--- config.mk ---
export PLATFORM = sky130hd
export DESIGN_NAME = unique_key_list_table_top
export DESIGN_NICKNAME = d
export VERILOG_FILES = /design/src/hdl/utbl_pkg.sv /design/src/hdl/utbl_ram.sv /design/src/hdl/utbl_seq.sv /design/src/hdl/unique_key_list_table_top.sv
export SDC_FILE = /design/constraint.sdc
export NUM_CORES = 1
export LEC_CHECK = 0
export BUFFER_PORTS_ARGS = -buffer_cell sky130_fd_sc_hd__buf_2
export CAP_MARGIN = 10
export CORE_ASPECT_RATIO = 1.25
export CORE_MARGIN = 4
export CORE_UTILIZATION = 30
export CTS_CLUSTER_DIAMETER = 120
export DETAILED_ROUTE_END_ITERATION = 6
export PLACE_DENSITY = 0.46
export SETUP_SLACK_MARGIN = 0.2
export SYNTH_ARGS = -nofsm -noshare
export SYNTH_HDL_FRONTEND = slang
export SYNTH_SLANG_ARGS = --single-unit
--- constraint.sdc ---
create_clock -name clock -period 17.5 [get_ports clock]
set_input_delay 0 -clock clock [delete_from_list [all_inputs] [get_ports clock]]
set_output_delay 0 -clock clock [all_outputs]
set_load 0.005 [all_outputs]
--- src/hdl/utbl_pkg.sv ---
// Package for the unique key list table: request and response item types,
// opcode and status codes. No dependencies.
package utbl_pkg;

   localparam int KEY_W   = 32;
   localparam int VAL_W   = 32;
   localparam int OP_W    = 2;
   localparam int STAT_W  = 2;
   localparam int FIELD_W = 4;

   localparam logic [OP_W-1:0] OP_INSERT = 2'd0;
   localparam logic [OP_W-1:0] OP_LOOKUP = 2'd1;
   localparam logic [OP_W-1:0] OP_REMOVE = 2'd2;

   localparam logic [STAT_W-1:0] STAT_OK   = 2'd0;
   localparam logic [STAT_W-1:0] STAT_DUP  = 2'd1;
   localparam logic [STAT_W-1:0] STAT_FULL = 2'd2;
   localparam logic [STAT_W-1:0] STAT_MISS = 2'd3;

   typedef struct packed {
      logic [OP_W-1:0]         opcode;
      logic signed [KEY_W-1:0] search_key;
      logic signed [VAL_W-1:0] entry_value;
   } req_type;

   typedef struct packed {
      logic [STAT_W-1:0]       status;
      logic [FIELD_W-1:0]      position;
      logic signed [VAL_W-1:0] found_value;
      logic [FIELD_W-1:0]      entry_count;
   } rsp_type;

   // A finished item handed from the sequencer to the output register.
   typedef struct packed {
      logic    vld;
      rsp_type rsp;
   } fin_type;

endpackage

--- src/hdl/utbl_ram.sv ---
// Generic single-write, single-read RAM with registered read data.
// No package dependencies.
module utbl_ram #(
   parameter int WIDTH = 64,
   parameter int DEPTH = 8,
   localparam int AW = (DEPTH > 1) ? $clog2(DEPTH) : 1
) (
   input  logic             clock,
   input  logic             wr_en,
   input  logic [AW-1:0]    wr_addr,
   input  logic [WIDTH-1:0] wr_data,
   input  logic             rd_en,
   input  logic [AW-1:0]    rd_addr,
   output logic [WIDTH-1:0] rd_data
);

   logic [WIDTH-1:0] mem_ff [DEPTH];
   logic [WIDTH-1:0] rd_data_ff;

   always_ff @(posedge clock) begin
      if (wr_en) begin
         mem_ff[wr_addr] <= wr_data;
      end
      if (rd_en) begin
         rd_data_ff <= mem_ff[rd_addr];
      end
   end

   assign rd_data = rd_data_ff;

endmodule

--- src/hdl/utbl_seq.sv ---
// Sequencer of the unique key list table: scans the entry RAM with one
// shared key comparator and moves entries down after a remove. Uses utbl_pkg.
module utbl_seq #(
   parameter int DEPTH = 8,
   localparam int IDX_W = (DEPTH > 1) ? $clog2(DEPTH) : 1,
   localparam int CNT_W = $clog2(DEPTH + 1),
   localparam int ENT_W = utbl_pkg::KEY_W + utbl_pkg::VAL_W
) (
   input  logic              clock,
   input  logic              reset,
   input  logic              start,
   input  utbl_pkg::req_type req_item,
   output logic              busy,
   output logic              wr_en,
   output logic [IDX_W-1:0]  wr_addr,
   output logic [ENT_W-1:0]  wr_data,
   output logic              rd_en,
   output logic [IDX_W-1:0]  rd_addr,
   input  logic [ENT_W-1:0]  rd_data,
   output utbl_pkg::fin_type fin
);

   localparam logic [1:0] ST_IDLE  = 2'd0;
   localparam logic [1:0] ST_SCAN  = 2'd1;
   localparam logic [1:0] ST_SHIFT = 2'd2;

   logic [1:0]                      state_ff, state_in;
   logic [utbl_pkg::OP_W-1:0]       op_ff, op_in;
   logic [utbl_pkg::KEY_W-1:0]      key_ff, key_in;
   logic [utbl_pkg::VAL_W-1:0]      val_ff, val_in;
   logic [utbl_pkg::VAL_W-1:0]      fval_ff, fval_in;
   logic [CNT_W-1:0]                count_ff, count_in;
   logic [CNT_W-1:0]                issue_ff, issue_in;
   logic                            cmp_vld_ff, cmp_vld_in;
   logic [IDX_W-1:0]                cmp_idx_ff, cmp_idx_in;
   logic [utbl_pkg::KEY_W-1:0]      rd_key;
   logic [utbl_pkg::VAL_W-1:0]      rd_val;
   logic                            hit;
   logic                            more;

   assign rd_key = rd_data[ENT_W-1:utbl_pkg::VAL_W];
   assign rd_val = rd_data[utbl_pkg::VAL_W-1:0];
   assign hit    = cmp_vld_ff && (rd_key == key_ff);
   assign more   = issue_ff < count_ff;
   assign busy   = state_ff != ST_IDLE;

   always_comb begin
      state_in   = state_ff;
      op_in      = op_ff;
      key_in     = key_ff;
      val_in     = val_ff;
      fval_in    = fval_ff;
      count_in   = count_ff;
      issue_in   = issue_ff;
      cmp_vld_in = 1'b0;
      cmp_idx_in = cmp_idx_ff;
      rd_en      = 1'b0;
      rd_addr    = issue_ff[IDX_W-1:0];
      wr_en      = 1'b0;
      wr_addr    = count_ff[IDX_W-1:0];
      wr_data    = {key_ff, val_ff};
      fin        = '0;
      fin.rsp.entry_count = 4'(count_ff);

      unique case (state_ff)
         ST_IDLE: begin
            if (start) begin
               op_in    = req_item.opcode;
               key_in   = req_item.search_key;
               val_in   = req_item.entry_value;
               issue_in = '0;
               case (req_item.opcode) inside
                  utbl_pkg::OP_INSERT: begin
                     if (count_ff == CNT_W'(DEPTH)) begin
                        fin.vld        = 1'b1;
                        fin.rsp.status = utbl_pkg::STAT_FULL;
                     end else begin
                        state_in = ST_SCAN;
                     end
                  end
                  utbl_pkg::OP_LOOKUP, utbl_pkg::OP_REMOVE: begin
                     state_in = ST_SCAN;
                  end
                  default: begin
                     // Unused opcode: acknowledged with no effect.
                     fin.vld        = 1'b1;
                     fin.rsp.status = utbl_pkg::STAT_OK;
                  end
               endcase
            end
         end

         ST_SCAN: begin
            if (hit) begin
               case (op_ff)
                  utbl_pkg::OP_LOOKUP: begin
                     fin.vld          = 1'b1;
                     fin.rsp.position = 4'(cmp_idx_ff);
                     state_in         = ST_IDLE;
                  end
                  utbl_pkg::OP_REMOVE: begin
                     fval_in  = rd_val;
                     state_in = ST_SHIFT;
                  end
                  default: begin
                     fin.vld        = 1'b1;
                     fin.rsp.status = utbl_pkg::STAT_DUP;
                     state_in       = ST_IDLE;
                  end
               endcase
            end else if (more) begin
               rd_en      = 1'b1;
               cmp_vld_in = 1'b1;
               cmp_idx_in = issue_ff[IDX_W-1:0];
               issue_in   = issue_ff + CNT_W'(1);
            end else begin
               fin.vld  = 1'b1;
               state_in = ST_IDLE;
               if (op_ff == utbl_pkg::OP_INSERT) begin
                  // Key absent: append at the end of the list.
                  wr_en               = 1'b1;
                  count_in            = count_ff + CNT_W'(1);
                  fin.rsp.position    = 4'(count_ff + CNT_W'(1));
                  fin.rsp.entry_count = 4'(count_ff + CNT_W'(1));
               end else begin
                  fin.rsp.status = utbl_pkg::STAT_MISS;
               end
            end
         end

         ST_SHIFT: begin
            // Entry read last cycle moves down one place.
            if (cmp_vld_ff) begin
               wr_en   = 1'b1;
               wr_addr = cmp_idx_ff - IDX_W'(1);
               wr_data = rd_data;
            end
            if (more) begin
               rd_en      = 1'b1;
               cmp_vld_in = 1'b1;
               cmp_idx_in = issue_ff[IDX_W-1:0];
               issue_in   = issue_ff + CNT_W'(1);
            end else if (!cmp_vld_ff) begin
               count_in            = count_ff - CNT_W'(1);
               fin.vld             = 1'b1;
               fin.rsp.found_value = fval_ff;
               fin.rsp.entry_count = 4'(count_ff - CNT_W'(1));
               state_in            = ST_IDLE;
            end
         end

         default: begin
            state_in = ST_IDLE;
         end
      endcase
   end

   always_ff @(posedge clock) begin
      if (reset) begin
         state_ff   <= ST_IDLE;
         count_ff   <= '0;
         cmp_vld_ff <= 1'b0;
      end else begin
         state_ff   <= state_in;
         count_ff   <= count_in;
         cmp_vld_ff <= cmp_vld_in;
      end
   end

   always_ff @(posedge clock) begin
      op_ff      <= op_in;
      key_ff     <= key_in;
      val_ff     <= val_in;
      fval_ff    <= fval_in;
      issue_ff   <= issue_in;
      cmp_idx_ff <= cmp_idx_in;
   end

endmodule

--- src/hdl/unique_key_list_table_top.sv ---
// Top level of the unique key list table: sequencer, entry RAM and the
// response register. Uses utbl_pkg, utbl_seq and utbl_ram.
//
// The block keeps an unordered, compacted list of up to DEPTH key/value
// entries. An item is accepted when start is high while busy is low, and
// busy then stays high until the item is done. Insert appends a new key
// (full is checked first, then duplicates), lookup gives the index of the
// key, and remove returns its value and closes the gap. Every item gives
// exactly one response, shown on rsp_item for a single cycle with
// rsp_strobe high; the receiver cannot stall it, so it must take the item
// in that cycle. Entries live in one RAM with a registered read port, and a
// single key comparator walks it one entry per cycle with reads overlapped
// with compares. A lookup, a remove search or an insert scans the entries held
// in order and stops early on a hit; a remove then moves the later entries
// down at one entry per cycle. An insert into a full list and the unused
// opcode finish in the accepting cycle. The response is registered and
// appears in the cycle after the item finishes, and a new item may be
// accepted in that same cycle.
module unique_key_list_table_top #(
   parameter int DEPTH = 8
) (
   input  logic              clock,
   input  logic              reset,
   input  logic              start,
   input  utbl_pkg::req_type req_item,
   output logic              busy,
   output logic              rsp_strobe,
   output utbl_pkg::rsp_type rsp_item
);

   localparam int IDX_W = (DEPTH > 1) ? $clog2(DEPTH) : 1;
   localparam int ENT_W = utbl_pkg::KEY_W + utbl_pkg::VAL_W;

   logic              wr_en;
   logic [IDX_W-1:0]  wr_addr;
   logic [ENT_W-1:0]  wr_data;
   logic              rd_en;
   logic [IDX_W-1:0]  rd_addr;
   logic [ENT_W-1:0]  rd_data;
   utbl_pkg::fin_type fin;

   logic              rsp_strobe_ff, rsp_strobe_in;
   utbl_pkg::rsp_type rsp_item_ff, rsp_item_in;

   utbl_seq #(
      .DEPTH (DEPTH)
   ) u_seq (
      .clock    (clock),
      .reset    (reset),
      .start    (start),
      .req_item (req_item),
      .busy     (busy),
      .wr_en    (wr_en),
      .wr_addr  (wr_addr),
      .wr_data  (wr_data),
      .rd_en    (rd_en),
      .rd_addr  (rd_addr),
      .rd_data  (rd_data),
      .fin      (fin)
   );

   // Key in the upper half of each word, value in the lower half.
   utbl_ram #(
      .WIDTH (ENT_W),
      .DEPTH (DEPTH)
   ) u_ram (
      .clock   (clock),
      .wr_en   (wr_en),
      .wr_addr (wr_addr),
      .wr_data (wr_data),
      .rd_en   (rd_en),
      .rd_addr (rd_addr),
      .rd_data (rd_data)
   );

   // Response register: the strobe lasts exactly one cycle per item.
   assign rsp_strobe_in = fin.vld;
   assign rsp_item_in   = fin.vld ? fin.rsp : rsp_item_ff;

   always_ff @(posedge clock) begin
      if (reset) begin
         rsp_strobe_ff <= 1'b0;
      end else begin
         rsp_strobe_ff <= rsp_strobe_in;
      end
   end

   always_ff @(posedge clock) begin
      rsp_item_ff <= rsp_item_in;
   end

   assign rsp_strobe = rsp_strobe_ff;
   assign rsp_item   = rsp_item_ff;

`ifndef SYNTH
   // The list is only ever changed while an item is in progress.
   a_write_only_busy: assert property (@(posedge clock) disable iff (reset)
      wr_en |-> busy)
      else $error("entry RAM written while idle");

   // Shifting never reads the entry that is being overwritten.
   a_no_rw_collision: assert property (@(posedge clock) disable iff (reset)
      (wr_en && rd_en) |-> (wr_addr != rd_addr))
      else $error("entry RAM read and written at the same address");

   // A lookup always goes through the scan, so it cannot finish at once.
   a_lookup_scans: assert property (@(posedge clock) disable iff (reset)
      (start && !busy && req_item.opcode == utbl_pkg::OP_LOOKUP) |=> busy)
      else $error("lookup finished without a scan");
`endif

endmodule

==> results_dict.tcl, run 1 <==
set metrics [dict create \
    status "finished, final reports clean" \
    cts.sinks 731 \
    netlist_area_sq_um 28180 \
    start_kind "flop" \
    grt_pass1_vias 14167 \
    mostFrequentLayoutCells "723 x edfxtp_1, 129 x mux2_2, 128 x mux4_2, 112 x buf_2, 81 x clkbuf_16" \
    syn-instance-count 1299 \
    coreArea_sq_um 93060 \
    layout.nets 1610 \
    drt-met1-wl_mm 25.73 \
    finalHoldViolations 0 \
    drt-pass1-iter-count 5 \
    fin_worst_skew_ns 0.02504 \
    postPlaceCellArea_sq_um 30300 \
    clk_latency_ns 0.62 \
    cts_buffer_depth 3 \
    wl_met3_mm 2.154 \
    r2r_slack_ns 12.94 \
    worstMarginPinSlew_ns 1.090 \
    worstSetupPathType "reg -> reg" \
    synth-edff-count 723 \
    required_ns 17.73 \
    total_leakage_power_nw 10.66 \
    netlist-cell-type-count 57 \
    vias 12918 \
    die_x_um 282.1 \
    yosysWarnings 0 \
    io_buffers 112 \
    first_iter_violations 779 \
    rows 125 \
    antenna_found_initial 1 \
    r2r-start "u_seq.state_ff[0]$_SDFFE_PP0P_" \
    finalWorstSetupSlack_ns 12.94 \
    cts_tree "yes" \
    yosysSeqAreaShare_pct 77.62 \
    ctsHtreeMaxLevel 3 \
    wl_mm 60.70 \
    reg2reg_to "u_ram.mem_ff[6][29]$_DFFE_PP_" \
    grtUsageTotal_pct 12.33 \
    pin_count 113 \
    relSlewSlack_pct 27.35 \
    period_needed_ns 4.557 \
    cp-end-kind "flop" \
    setup_viol 0 \
    endpoint "u_ram.mem_ff[6][29]$_DFFE_PP_" \
    numCtsBuffers 77 \
    slew_viol_final 0 \
    synth_area_per_cell_sq_um 21.69 \
    rsz0062_at_grt "false" \
    clk_pin_slew_ns 0.06 \
    diodes 0 \
    die-height_um 350.6 \
    whs_ns 0.09158 \
    hpwlAfterDp_mm 33.71 \
    mostFrequentLayoutCell "edfxtp_1" \
    powerDensity_nw_per_um2 127.4 \
    drc 0 \
    ir_worst_vdd_mv 0.07247 \
    initial_core_util_pct 30.28 \
    hold_class "in -> reg" \
    ys_seq_elements 731 \
    routed_via_density 4.623 \
    overflow 0 \
    async_flop_share_pct 0 \
    arrival_ns 4.79 \
    syn2layout_area_growth_pct 19.19 \
    grt_pass1_wl_mm 90.87 \
    wl_per_cell_um 21.72 \
    final_area_sq_um 33580 \
    drv_cap 0 \
    cts-root-buf "clkbuf_16" \
    top_layer "met4" \
    dr_wl_met2_mm 31.22 \
    tns_ns 0 \
    grt_max_degree 134 \
    drive_gt1_share_pct 32.75 \
    fillers 8539 \
    detail-route-antenna-nets 0 \
    clock.fmax_mhz 219.4 \
    cp-startpoint "u_seq.state_ff[0]$_SDFFE_PP0P_" \
    fin_crit_sh_pct 26.04 \
    synth_fp_nets 1386 \
    r2r_cells 8 \
    synthFlopType "edfxtp_1" \
    crit_fanout 46 \
    die-area_sq_um 98920 \
    dp_slack_ns 12.82 \
    place_congestion 0.7760 \
]
-- cell usage after synthesis, types with 3 or more instances --
| master | count | area share (%) |
|---|---|---|
| a211oi_1 | 4 | 0.11 |
| a21oi_1 | 8 | 0.14 |
| a32oi_1 | 3 | 0.093 |
| and2_1 | 34 | 0.75 |
| buf_1 | 5 | 0.067 |
| buf_2 | 10 | 0.18 |
| clkbuf_1 | 39 | 0.52 |
| dfxtp_1 | 8 | 0.57 |
| edfxtp_1 | 723 | 77 |
| ha_1 | 18 | 0.80 |
| inv_1 | 18 | 0.24 |
| mux2_2 | 129 | 5.2 |
| mux4_2 | 128 | 10 |
| nand2_1 | 17 | 0.23 |
| nand2b_1 | 5 | 0.11 |
| nand3_1 | 7 | 0.12 |
| nand4_1 | 11 | 0.24 |
| nor2_1 | 24 | 0.32 |
| nor3_1 | 9 | 0.16 |
| o21a_1 | 3 | 0.080 |
| o21ai_0 | 6 | 0.11 |
| o22ai_1 | 3 | 0.067 |
| o311ai_0 | 3 | 0.093 |
| or3_1 | 5 | 0.11 |
| xnor2_1 | 37 | 1.2 |
| xor2_1 | 3 | 0.093 |
-- per-stage QoR --
step / total power, mW / util, % / instances
floorplan: 2.478 / - / 1299
global placement: 2.647 / 32.56 / 2581
detailed placement: 2.649 / 32.56 / 2581
CTS: 4.362 / 36.09 / 2794
global route: 4.479 / 36.09 / 2794
finish: 4.278 / 36.09 / 2794
-- final cells by class --
class                      instances  area [sq um]  share of cell area [%]
tap                             1206          1509                   4.493
sequential                       731         21870                   65.12
clock inverter                    46         503.0                   1.498
multi-input combinational        493          6113                   18.20
timing repair buffer             201          1426                   4.247
clock buffer                      98          2091                   6.225
inverter                          19         71.32                  0.2124
-- flip-flops by register name, summed over array words and instances, names as in the netlist, 3 cells and up --
name	flops
u_seq.count_ff	4
u_ram.mem_ff	512
u_seq.fval_ff	32
u_seq.issue_ff	4
u_seq.cmp_idx_ff	3
u_seq.val_ff	32
u_seq.key_ff	32
rsp_item	42
u_ram.rd_data	64
-- power by group --
group	leakage, nW	total [mW]	switching (mW)	internal, mW
combinational	2.75	0.554	0.291	0.263
sequential	6.64	2.05	0.0235	2.03
clock	1.27	1.67	0.675	0.997
-- worst min-delay path by stage --
stage	startpoint	endpoint	slack, ns	cells past startpoint
finish	req_item[28]	u_seq.val_ff[28]$_DFFE_PP_	0.09	2
global route	req_item[28]	u_seq.val_ff[28]$_DFFE_PP_	0.06	2
CTS	req_item[24]	u_seq.val_ff[24]$_DFFE_PP_	0.04	2
detailed placement	req_item[25]	u_seq.val_ff[25]$_DFFE_PP_	0.18	1
global placement	req_item[28]	u_seq.val_ff[28]$_DFFE_PP_	0.18	1
floorplan	req_item[32]	u_seq.key_ff[0]$_DFFE_PP_	0.1	0
-- routing by layer --
layer / track usage, % / vias to the layer above
li1: - / 5778
met1: 15.40 / 6813
met2: 21.68 / 241
met3: 2.063 / 86
met4: 4.241 / 0
met5: 0 / -
-- kinds of logic after synthesis --
kind of cell	after synthesis	share of synthesized area, %
compound gates	52	1.385
xor+xnor	40	1.243
fa+ha+maj	18	0.7993
buf+inv	75	1.070
flops	731	77.62
mux	259	15.46
simple gates	124	2.420
-- worst max-delay path, cell delays in order, from the launching register on --
cell and delay [ns]:
dfxtp_1 0.40, inv_1 0.11, ha_1 0.35, nand2_4 0.35, buf_4 0.75, and2_1 0.25
a32oi_1 0.35, nor2_4 0.72, buf_4 0.76
-- repair_timing --
item / 4_1_cts / 5_1_grt
endpoints found under the hold margin: 95 / 0
hold buffers: 69 / 0
setup buffers: 0 / 0
gates resized for setup: 0 / 0
Power figures use the tool's default switching activity.
==> run 2, diff against run 1 <==
--- a/config.mk
+++ b/config.mk
@@ -12,7 +12,7 @@
 export CORE_UTILIZATION = 30
 export CTS_CLUSTER_DIAMETER = 120
 export DETAILED_ROUTE_END_ITERATION = 6
-export PLACE_DENSITY = 0.46
+export PLACE_DENSITY = 0.47
 export SETUP_SLACK_MARGIN = 0.2
 export SYNTH_ARGS = -nofsm -noshare
 export SYNTH_HDL_FRONTEND = slang
==> constraint.sdc (replaced) <==
create_clock -name clock -period 3.7 [get_ports clock]
set_input_delay 0 -clock clock [delete_from_list [all_inputs] [get_ports clock]]
set_output_delay 0 -clock clock [all_outputs]
set_load 0.005 [all_outputs]
==> results_dict.tcl, run 2 (synthesized netlist as in run 1, its figures left out) <==
set metrics [dict create \
    status "finished, final reports clean" \
    clock.fmax_mhz 298.8 \
    combPwrFrac_pct 12.9 \
    routed_via_density 4.634 \
    pwr-share-seq_pct 46.5 \
    rows 125 \
    clk_latency_ns 0.63 \
    cp-end-kind "flop" \
    finalHoldViolations 0 \
    pin_count 113 \
    dp_cells 2602 \
    cts.sinks 731 \
    finalWorstSetupSlack_ns 0.3534 \
    powerDensity_nw_per_um2 608.8 \
    cts-root-buf "clkbuf_16" \
    cts_tree "yes" \
    hold_class "in -> reg" \
    overflow 0 \
    worstMarginPinSlew_ns 1.229 \
    numCtsBuffers 81 \
    use_met3_pct 2.289 \
    fin_worst_skew_ns 0.02199 \
    busiest_layer "met2" \
    vias 13090 \
    drc 0 \
    period_needed_ns 3.347 \
    mostFrequentLayoutCell "edfxtp_1" \
    wl_per_cell_um 22.25 \
    antenna_found_initial 3 \
    ctsHtreeMaxLevel 3 \
    diodes 0 \
    largest_register_ff_count 512 \
    total_leakage_power_nw 10.96 \
    grt_use_met2_pct 22.76 \
    layout.nets 1638 \
    use_met1_pct 15.88 \
    clkPwrFrac_pct 40.6 \
    setup_viol 0 \
    clk_pin_slew_ns 0.06 \
    place_congestion 0.7984 \
    instances_no_fill 2825 \
    ir_worst_vdd_mv 0.3292 \
    required_ns 4.02 \
    p_int_mw 16.00 \
    grtUsageTotal_pct 12.81 \
    mostFrequentLayoutCells "723 x edfxtp_1, 129 x mux2_2, 128 x mux4_2, 112 x buf_2, 81 x clkbuf_16" \
    coreArea_sq_um 93060 \
    io_buffers 112 \
    p_switching_mw 4.881 \
    grt_pass1_vias 14382 \
    first_iter_violations 787 \
    rsz0062_at_grt "false" \
    die-height_um 350.6 \
    fin_util_pct 36.85 \
    fillers 8434 \
    drive_gt1_share_pct 34.65 \
    slew_viol_final 0 \
    fin_crit_sh_pct 90.45 \
    worstSetupPathType "reg -> reg" \
    die_x_um 282.1 \
    crit_fanout 22 \
    arrival_ns 3.67 \
    start_kind "flop" \
    syn2layout_area_growth_pct 21.71 \
    initial_core_util_pct 30.28 \
    drv_cap 0 \
    drt-pass1-iter-count 5 \
    detail-route-antenna-nets 0 \
    grt_max_degree 133 \
    grt_pass1_wl_mm 93.90 \
    dp_slack_ns 0.2775 \
    cts_buffer_depth 3 \
    die-area_sq_um 98920 \
    hpwlAfterDp_mm 35.54 \
    relSlewSlack_pct 18.09 \
    p_sw_share_pct 23.38 \
    largest_register "u_ram.mem_ff" \
    wl_mm 62.85 \
]
-- run 2: final timing paths --
path | from | slack [ns] | cells past startpoint | to
worst max-delay path | u_seq.count_ff[2]$_SDFFE_PP0P_ | 0.35 | 10 | u_ram.mem_ff[6][36]$_DFFE_PP_
worst min-delay path | req_item[59] | 0.07 | 2 | u_seq.key_ff[27]$_DFFE_PP_
worst max register to register | u_seq.count_ff[2]$_SDFFE_PP0P_ | 0.35 | 10 | u_ram.mem_ff[6][36]$_DFFE_PP_
worst min register to register | u_ram.rd_data[11]$_DFFE_PP_ | 0.45 | 0 | u_seq.fval_ff[11]$_DFFE_PP_
-- run 2: worst max-delay path: stages (launching register included) --
cell,delay [ns]
dfxtp_1,0.54
inv_1,0.19
ha_1,0.31
o21ai_0,0.07
nand2b_1,0.12
nand3_2,0.11
a31oi_4,0.31
a32oi_1,0.16
buf_4,0.20
nor2_4,0.69
buf_12,0.27
-- run 2: power by group through the flow --
stage | Combinational (mW) | Clock, mW | Sequential, mW
detailed placement | 2.70 | 0 | 9.89
global placement | 2.70 | 0 | 9.89
finish | 2.69 | 8.47 | 9.71
floorplan | 1.87 | 0 | 9.86
CTS | 2.77 | 8.76 | 9.72
global route | 2.95 | 9.10 | 9.74
-- run 2: final cells by class --
cell class                      count  area, sq um  area share, %
Clock buffer                       91         2064          6.020
Clock inverter                     60        767.0          2.236
Inverter                           19        76.32         0.2226
Multi-Input combinational cell    493         6126          17.86
Sequential cell                   731        21870          63.78
Tap cell                         1206         1509          4.400
Timing Repair Buffer              225         1879          5.480
-- run 2: metal layers --
layer  wire length, um  vias up
met5                 0        -
met4              1540        0
met3              2300       96
met2             32730      269
met1             26270     6882
li1                  -     5843
-- run 2: through the flow --
| step | area (sq um) | TNS (ns) | hold WS (ns) | power, mW |
|---|---|---|---|---|
| 2_1_floorplan | 28270 | -77.01 | 0.09887 | 11.73 |
| 3_3_place_gp | 30730 | 0 | 0.1767 | 12.59 |
| 3_5_place_dp | 30730 | 0 | 0.1781 | 12.59 |
| 4_1_cts | 34240 | 0 | 0.02055 | 21.25 |
| 5_1_grt | 34290 | 0 | 0.04741 | 21.79 |
| 6_report | 34290 | 0 | 0.07186 | 20.88 |
-- run 2: timing repair --
action / 4_1_cts / 5_1_grt
hold buffers: 68 / 0
endpoints found under the hold margin: 79 / 0
gates resized for setup: 0 / 0
setup buffers: 0 / 4
setup endpoints to repair: 0 / 57
==> run 3, diff against run 2 <==
--- a/config.mk
+++ b/config.mk
@@ -5,10 +5,9 @@
 export SDC_FILE = /design/constraint.sdc
 export NUM_CORES = 1
 export LEC_CHECK = 0
-export BUFFER_PORTS_ARGS = -buffer_cell sky130_fd_sc_hd__buf_2
+export BUFFER_PORTS_ARGS = -buffer_cell sky130_fd_sc_hd__buf_4
 export CAP_MARGIN = 10
 export CORE_ASPECT_RATIO = 1.25
-export CORE_MARGIN = 4
 export CORE_UTILIZATION = 30
 export CTS_CLUSTER_DIAMETER = 120
 export DETAILED_ROUTE_END_ITERATION = 6
==> results_dict.tcl, run 3 (synthesized netlist as in run 1, its figures left out) <==
set metrics [dict create \
    status "finished, final reports clean" \
    drt-pass1-iter-count 5 \
    cp.depth 9 \
    initial_core_util_pct 30.28 \
    fin_crit_sh_pct 88.88 \
    relSlewSlack_pct 23.04 \
    ctsHtreeMaxLevel 3 \
    p_sw_share_pct 24.04 \
    routed_via_density 4.664 \
    diodes 0 \
    cts.sinks 731 \
    mostFrequentLayoutCell "edfxtp_1" \
    crit_fanout 32 \
    drv_cap 0 \
    die_x_um 276.1 \
    grt_max_degree 133 \
    first_iter_violations 807 \
    cp-startpoint "u_seq.count_ff[1]$_SDFFE_PP0P_" \
    die-height_um 344.6 \
    p_int_mw 15.63 \
    grt_pass1_vias 14575 \
    wl_mm 63.51 \
    required_ns 4.01 \
    mostFrequentLayoutCells "723 x edfxtp_1, 133 x buf_4, 129 x mux2_2, 128 x mux4_2, 81 x clkbuf_16" \
    crit_chain "inv_6, ha_4, a2111o_1, nand3_2, a31oi_4, a32oi_1, buf_4, nor2_4, buf_12" \
    cts_resized 0 \
    dp_cells 2602 \
    clkPwrFrac_pct 39.4 \
    drive_gt1_share_pct 34.41 \
    cts-root-buf "clkbuf_16" \
    dp_slack_ns 0.3740 \
    fillers 8498 \
    vias 13149 \
    combPwrFrac_pct 13.4 \
    clock.fmax_mhz 304.1 \
    place_congestion 0.7885 \
    worstSetupPathType "reg -> reg" \
    die-area_sq_um 95160 \
    fin_worst_skew_ns 0.02315 \
    powerDensity_nw_per_um2 599.2 \
    start_kind "flop" \
    tns_ns 0 \
    drc 0 \
    finalWorstSetupSlack_ns 0.4115 \
    crit_slowest_cell "nor2_4" \
    wl_per_cell_um 22.53 \
    r2r_cells 9 \
    io_buffers 112 \
    pwr-share-seq_pct 47.3 \
    r2r_slack_ns 0.41 \
    rsz0062_at_grt "false" \
    critPathMaxStageDelay_ns 0.89 \
    pin_count 113 \
    grt_pass1_wl_mm 95.32 \
    period_needed_ns 3.288 \
    arrival_ns 3.60 \
    crit_family "simple AND/OR/NAND/NOR gates" \
    finalHoldViolations 0 \
    instances_no_fill 2819 \
    critPathBufInv 3 \
    largest_register_ff_count 512 \
    worstMarginPinSlew_ns 1.152 \
    antenna_found_initial 1 \
    r2r-start "u_seq.count_ff[1]$_SDFFE_PP0P_" \
    whs_path_depth 2 \
    p_switching_mw 4.946 \
    hold_start "req_item[48]" \
    largest_register "u_ram.mem_ff" \
    syn2layout_area_growth_pct 21.84 \
    rows 125 \
    ir_worst_vdd_mv 0.4203 \
    layout.nets 1634 \
    clk_pin_slew_ns 0.06 \
    coreArea_sq_um 93060 \
    cp-end-kind "flop" \
    grtUsageTotal_pct 13.58 \
    numCtsBuffers 81 \
    hpwlAfterDp_mm 35.41 \
    overflow 0 \
    total_leakage_power_nw 10.94 \
    setup_viol 0 \
    clk_latency_ns 0.64 \
    hold_class "in -> reg" \
    cts_tree "yes" \
    slew_viol_final 0 \
    detail-route-antenna-nets 0 \
    cts_buffer_depth 3 \
]
run 3: layout make-up:
type,instances,area [sq um],area share (%)
Clock buffer,94,2076,6.046
Timing Repair Buffer,221,2079,6.057
Inverter,19,76.32,0.2223
Tap cell,1206,1509,4.395
Clock inverter,55,593.1,1.727
Multi-Input combinational cell,493,6126,17.84
Sequential cell,731,21870,63.71
run 3: timing repair:
action / 4_1_cts / 5_1_grt
setup endpoints to repair: 0 / 0
setup buffers: 0 / 0
hold endpoints to repair: 79 / 0
hold buffers: 68 / 0
run 3: metal layers:
layer  routed length [um]  track usage, %  vias up
li1                     -               -     5827
met5                    0               0        -
met1                26600           16.23     6956
met4                 1613           4.923        0
met3                 2049           2.074      104
met2                33240           24.78      262
run 3: power by group through the flow:
stage / Sequential [mW] / Combinational [mW] / Clock, mW
after detailed placement: 9.90 / 2.79 / 0
after global routing: 9.74 / 3.01 / 8.63
after floorplan: 9.86 / 1.87 / 0
after CTS: 9.73 / 2.86 / 8.35
after global placement: 9.90 / 2.78 / 0
final: 9.72 / 2.75 / 8.10
run 3: final timing paths:
check / endpoint
setup / recovery: u_ram.mem_ff[6][27]$_DFFE_PP_
hold / removal: u_seq.key_ff[16]$_DFFE_PP_
setup reg to reg: u_ram.mem_ff[6][27]$_DFFE_PP_
hold reg to reg: u_seq.fval_ff[15]$_DFFE_PP_
run 3: metrics by stage:
stage	utilization [%]	instance area [sq um]	hold WS, ns	power, mW
after floorplan	-	28270	0.09887	11.73
after global placement	33.29	30980	0.1788	12.67
after detailed placement	33.29	30980	0.1794	12.69
after CTS	36.89	34330	0.02424	20.93
after global routing	36.89	34330	0.04994	21.39
final	36.89	34330	0.07750	20.57
run 3: worst reg2reg max path, delay by kind of cell, from the launching register on:
kind	cells	cell delay, ns
AO/OA/AOI/OAI	3	0.58
buffers and inverters	3	0.61
flip-flops	1	0.47
AND/OR/NAND/NOR	2	1.04
adder cells (fa/ha/maj)	1	0.26
